### src/sv/pdbv_pkg.sv
// Types, constants and helper functions of the pose delta velocity block.
`timescale 1ns / 1ps
package pdbv_pkg;

   localparam int PosWidth    = 32;
   localparam int QuatWidth   = 16;
   localparam int StampWidth  = 32;
   localparam int VelWidth    = 32;
   localparam int YawWidth    = 16;
   localparam int ProdWidth   = 2 * QuatWidth;
   localparam int SumWidth    = ProdWidth + 3;
   localparam int CordWidth   = 36;
   localparam int AngWidth    = 34;
   localparam int StepWidth   = 5;
   localparam int TableLen    = 24;
   localparam int DivWidth    = 43;
   localparam int ScWidth     = 22;
   localparam int MacAWidth   = 23;
   localparam int MacPWidth   = MacAWidth + ScWidth;
   localparam int AccWidth    = 66;
   localparam int MacCntWidth = 3;
   localparam int SatInWidth  = 48;

   localparam logic signed [YawWidth:0]    PiQ13         = 17'sd25736;
   localparam logic signed [YawWidth:0]    TwoPiQ13      = 17'sd51472;
   localparam logic signed [AngWidth-1:0]  PiQ30         = 34'sd3373259426;
   localparam logic signed [AngWidth-1:0]  HalfPiQ30     = 34'sd1686629713;
   localparam logic signed [CordWidth-1:0] CordicGainQ30 = 36'sd652032874;

   typedef struct packed {
      logic load_in;
      logic prod_sq;
      logic prod_cross;
      logic setup_vec;
      logic cordic_step;
      logic cordic_vec;
      logic take_yaw;
      logic setup_rot;
      logic take_sc;
      logic mac_step;
      logic commit;
   } cmd_type;

   typedef struct packed {
      logic hold;
      logic cordic_last;
      logic div_busy;
      logic mac_last;
   } status_type;

   function automatic logic signed [AngWidth-1:0] atan_q30(input logic [StepWidth-1:0] idx);
      logic signed [AngWidth-1:0] v;
      case (idx)
         5'd0:  v = 34'sd843314856;
         5'd1:  v = 34'sd497837829;
         5'd2:  v = 34'sd263043836;
         5'd3:  v = 34'sd133525158;
         5'd4:  v = 34'sd67021686;
         5'd5:  v = 34'sd33543515;
         5'd6:  v = 34'sd16775850;
         5'd7:  v = 34'sd8388437;
         5'd8:  v = 34'sd4194282;
         5'd9:  v = 34'sd2097149;
         5'd10: v = 34'sd1048575;
         5'd11: v = 34'sd524287;
         5'd12: v = 34'sd262143;
         5'd13: v = 34'sd131071;
         5'd14: v = 34'sd65535;
         5'd15: v = 34'sd32767;
         5'd16: v = 34'sd16383;
         5'd17: v = 34'sd8191;
         5'd18: v = 34'sd4095;
         5'd19: v = 34'sd2047;
         5'd20: v = 34'sd1023;
         5'd21: v = 34'sd511;
         5'd22: v = 34'sd255;
         5'd23: v = 34'sd127;
         default: v = '0;
      endcase
      return v;
   endfunction

   function automatic logic signed [VelWidth-1:0] sat32(input logic signed [SatInWidth-1:0] v);
      logic signed [VelWidth-1:0] r;
      if (v > 48'sd2147483647) begin
         r = 32'sh7fffffff;
      end else if (v < -48'sd2147483648) begin
         r = 32'sh80000000;
      end else begin
         r = v[VelWidth-1:0];
      end
      return r;
   endfunction

endpackage

### src/sv/pdbv_controller.sv
// Sequencing state machine of the pose delta velocity block.
`timescale 1ns / 1ps
module pdbv_controller (
   input  logic                 clock,
   input  logic                 reset,
   input  logic                 req_valid,
   output logic                 req_stall,
   output logic                 rsp_valid,
   input  logic                 rsp_stall,
   output pdbv_pkg::cmd_type    cmd,
   input  pdbv_pkg::status_type status
);

   localparam logic [3:0] StIdle    = 4'd0;
   localparam logic [3:0] StSquare  = 4'd1;
   localparam logic [3:0] StCross   = 4'd2;
   localparam logic [3:0] StSetup   = 4'd3;
   localparam logic [3:0] StVector  = 4'd4;
   localparam logic [3:0] StYaw     = 4'd5;
   localparam logic [3:0] StRotInit = 4'd6;
   localparam logic [3:0] StRotate  = 4'd7;
   localparam logic [3:0] StWait    = 4'd8;
   localparam logic [3:0] StMac     = 4'd9;
   localparam logic [3:0] StCommit  = 4'd10;

   logic [3:0] state_ff, state_in;
   logic       rsp_valid_ff, rsp_valid_in;
   logic       out_free;

   assign out_free  = !(rsp_valid_ff && rsp_stall);
   assign req_stall = state_ff != StIdle;
   assign rsp_valid = rsp_valid_ff;

   always_comb begin
      state_in = state_ff;
      cmd      = '0;
      unique case (state_ff)
         StIdle: begin
            if (req_valid) begin
               cmd.load_in = 1'b1;
               state_in    = StSquare;
            end
         end
         StSquare: begin
            cmd.prod_sq = 1'b1;
            state_in    = StCross;
         end
         StCross: begin
            cmd.prod_cross = 1'b1;
            state_in       = StSetup;
         end
         StSetup: begin
            cmd.setup_vec = 1'b1;
            state_in      = StVector;
         end
         StVector: begin
            cmd.cordic_step = 1'b1;
            cmd.cordic_vec  = 1'b1;
            if (status.cordic_last) state_in = StYaw;
         end
         StYaw: begin
            cmd.take_yaw = 1'b1;
            state_in     = status.hold ? StCommit : StRotInit;
         end
         StRotInit: begin
            cmd.setup_rot = 1'b1;
            state_in      = StRotate;
         end
         StRotate: begin
            cmd.cordic_step = 1'b1;
            if (status.cordic_last) state_in = StWait;
         end
         StWait: begin
            cmd.take_sc = 1'b1;
            if (!status.div_busy) state_in = StMac;
         end
         StMac: begin
            cmd.mac_step = 1'b1;
            if (status.mac_last) state_in = StCommit;
         end
         StCommit: begin
            if (out_free) begin
               cmd.commit = 1'b1;
               state_in   = StIdle;
            end
         end
         default: state_in = StIdle;
      endcase
   end

   always_comb begin
      rsp_valid_in = rsp_valid_ff;
      if (rsp_valid_ff && !rsp_stall) rsp_valid_in = 1'b0;
      if (cmd.commit) rsp_valid_in = 1'b1;
   end

   always_ff @(posedge clock) begin
      if (reset) begin
         state_ff     <= StIdle;
         rsp_valid_ff <= 1'b0;
      end else begin
         state_ff     <= state_in;
         rsp_valid_ff <= rsp_valid_in;
      end
   end

endmodule

### config.mk
export PLATFORM = sky130hd
export DESIGN_NAME = pdbv_controller
export DESIGN_NICKNAME = d
export VERILOG_FILES = /design/src/sv/pdbv_pkg.sv /design/src/sv/pdbv_controller.sv
export SDC_FILE = /design/constraint.sdc
export NUM_CORES = 1
export LEC_CHECK = 0
export BUFFER_PORTS_ARGS = -buffer_cell sky130_fd_sc_hd__buf_2
export CAP_MARGIN = 5
export CORE_AREA = 3 3 40 42
export CTS_BUF_LIST = sky130_fd_sc_hd__clkbuf_4 sky130_fd_sc_hd__clkbuf_8
export DETAILED_ROUTE_END_ITERATION = 10
export DIE_AREA = 0 0 43 45
export PLACE_DENSITY = 0.55
export SLEW_MARGIN = 30
export SYNTH_ARGS = -nofsm -noshare
export SYNTH_HDL_FRONTEND = slang
export SYNTH_SLANG_ARGS = --single-unit
export TNS_END_PERCENT = 50
### constraint.sdc
create_clock -name clock -period 3.2 [get_ports clock]
set_input_delay 0.16 -clock clock [delete_from_list [all_inputs] [get_ports clock]]
set_output_delay 0.16 -clock clock [all_outputs]
set_load 0.1 [all_outputs]
==> flow_metrics.py <==
metrics = {
    "finish": {
        "fin_cells": 94,
        "nets": 88,
        "diodes": 0,
        "post-route-util_pct": 41.67,
        "area_growth_pct": 28.53,
        "multiInputGateArea_um2": 276.5,
        "layout-drive-gt1-share_pct": 34.18,
        "seqCellArea_um2": 100.1,
        "fillers": 144,
    },
    "placed_design": {
        "gp_congestion": 0.7654,
        "dp.cells": 90,
        "dp_hpwl_um": 784.9,
        "port-buffer-count": 20,
    },
    "timing": {
        "rsz0062_at_grt": "no",
        "slew_headroom_pct": 65.89,
        "max_freq_mhz": 541.4,
        "period_share_pct": 57.72,
        "fin_setup_tns_ps": 0,
        "drv_slew": 0,
        "fin_skew_ps": 9.955,
        "hold_viol_final": 0,
        "setup_viol": 0,
        "layout_min_cycle_time_ps": 1847,
        "tightestPinTransition_ps": 511.0,
    },
    "clocking": {
        "cts_hold_buf": 0,
        "numClockSinks": 5,
        "cts.reportedPaths.clkPinSlew_ps": 50,
        "ctsResizeCount": 0,
        "cts_buffer_depth": 2,
        "worstSkewPairLatency_ps": 250,
        "cts_tree": "built",
        "cts-buffers-inserted": 3,
        "root_buffer": "clkbuf_4",
        "cts_max_level": 1,
        "post-cts-setup-buffers": 0,
    },
    "die": {
        "die_h_um": 45,
        "core_area_mm2": 0.001285,
        "start_util_pct": 32.42,
        "die-area_mm2": 0.001935,
        "rows": 13,
        "die_x_um": 43,
        "ios": 21,
    },
    "run": {
        "maxCapViolCount": 0,
    },
    "worst_setup_path": {
        "worstSetupPathType": "reg2out",
        "start_kind": "register",
        "arrival_ps": 1690,
        "critPathCaptureType": "output pin",
        "critical_path.max_fanout": 14,
        "cp_data_required_time_ps": 3040,
    },
    "power": {
        "p_clk_share_pct": 19.1,
        "switching_share_pct": 59.60,
        "p_int_w": 0.0001747,
        "power.density_mw_per_mm2": 807.3,
        "p_leak_nw": 0.2577,
        "irDropWorstVdd_mv": 0.3490,
        "comb_power_share_pct": 57.6,
        "seq_power_share_pct": 23.3,
        "p_sw_w": 0.0002577,
    },
    "route": {
        "routed_wl_mm": 1.050,
        "drt_iter0_markers": 8,
        "wire_per_inst_um": 11.17,
        "vias": 470,
        "drc": 0,
        "first_pass_iters": 2,
        "via_per_inst": 5.000,
        "ant_nets": 0,
    },
    "synthesis": {
        "synth_seq_cells": 5,
        "synth_area_leaders": "dfxtp_1 (24%), nor3_1 (7.2%), nand2_1 (7.2%), nor2_1 (5.4%), nand2b_1 (4.5%)",
        "yosysUniqueCellTypes": 28,
        "yosys_most_used_dff": "dfxtp_1",
        "ys_async_sr_fraction_pct": 0,
        "syn_avg_cell_area_um2": 6.944,
        "synth_edf_count": 0,
        "synth_common_cells": "nand2_1 (8), nor2_1 (6), nor3_1 (6), dfxtp_1 (5)",
        "ys_seq_area_share_pct": 24.02,
        "syn_nets": 68,
        "syn_area_um2": 416.7,
        "syn_inst": 60,
        "synth.most_common_cell": "nand2_1",
        "yosysTopAreaCellShare_pct": 24.02,
        "yosys_warnings": 0,
        "synth_top_cell_by_area": "dfxtp_1",
    },
    "grt": {
        "grt.total_usage_pct": 11.16,
        "grt_pass1_wl_mm": 1.649,
        "overflow": 0,
        "antenna_found_initial": 0,
        "grt_pass1_vias": 375,
        "grt_start_max_net_pins": 18,
    },
    "status": {
        "run_status": "complete, no violations",
    },
    "hold_path": {
        "hold_path.class": "in2reg",
    },
}
## power by group through the flow
stage	Clock, W	Sequential (W)	Combinational, W
after CTS	0.0000844	0.000100	0.000250
after floorplan	0	0.0000808	0.000236
final	0.0000826	0.000101	0.000249
after global placement	0	0.000102	0.000250
after global routing	0.0000888	0.000104	0.000262
after detailed placement	0	0.000102	0.000250
## worst max-delay path, stage by stage (launching register included)
cell     delay [ps]
dfxtp_1         430
nor2_1          280
nand3_1         140
a21oi_1         140
buf_2           440
## worst paths after layout
kind / start / end / slack, ps / depth (start not counted)
max: state_ff[0]$_SDFFE_PP0P_ / cmd[0] / 1350 / 4
min: reset / rsp_valid$_SDFFE_PP0P_ / 160 / 2
max reg2reg: state_ff[1]$_SDFFE_PP0P_ / state_ff[0]$_SDFFE_PP0P_ / 1520 / 4
min reg2reg: rsp_valid$_SDFFE_PP0P_ / rsp_valid$_SDFFE_PP0P_ / 480 / 2
## final cells by class
class	count	share of cell area, %
Timing Repair Buffer	20	18.69
Sequential cell	5	18.69
Inverter	2	1.869
Tap cell	15	3.505
Clock buffer	4	5.607
Multi-Input combinational cell	48	51.64
## cells by family after synthesis
logic type,count (synthesis),share of synthesized area [%]
DFF,5,24.02
buffers and inverters,7,9.610
xor gates and xnor gates,1,2.102
AOI/OAI and AO/OA,14,22.82
and+or+nand+nor,33,41.44
## state kept, by name, indices dropped and copies added (netlist names)
register	cells
rsp_valid	1
state_ff	4
## cell usage in the layout, fill, tap and decap left out, types with 2 or more instances in the layout
cell / n
a21oi_1: 3
a311oi_1: 2
and3_1: 2
buf_2: 20
clkbuf_4: 4
dfxtp_1: 5
nand2_1: 8
nand2b_1: 3
nor2_1: 6
nor2b_1: 2
nor3_1: 6
o21ai_0: 3
## layer usage
| layer | wire (um) | GRT usage, % | share of wire (%) |
|---|---|---|---|
| met5 | 0 | 0 | 0 |
| met3 | 52 | 5.179 | 5.0 |
| met1 | 502 | 13.73 | 48 |
| met2 | 494 | 18.26 | 47 |
| met4 | 0 | 1.807 | 0 |
## stage by stage
stage          power [W]  hold slack, ps  setup slack, ps  instance area, um^2
2_1_floorplan  0.0003166           229.1            59.07                416.7
3_3_place_gp   0.0003517           419.5             1578                505.5
3_5_place_dp   0.0003511           415.9             1539                505.5
4_1_cts        0.0004348           157.3             1360                535.5
5_1_grt        0.0004553           176.1             1202                535.5
6_report       0.0004323           158.6             1353                535.5
Power figures use the tool's default switching activity.
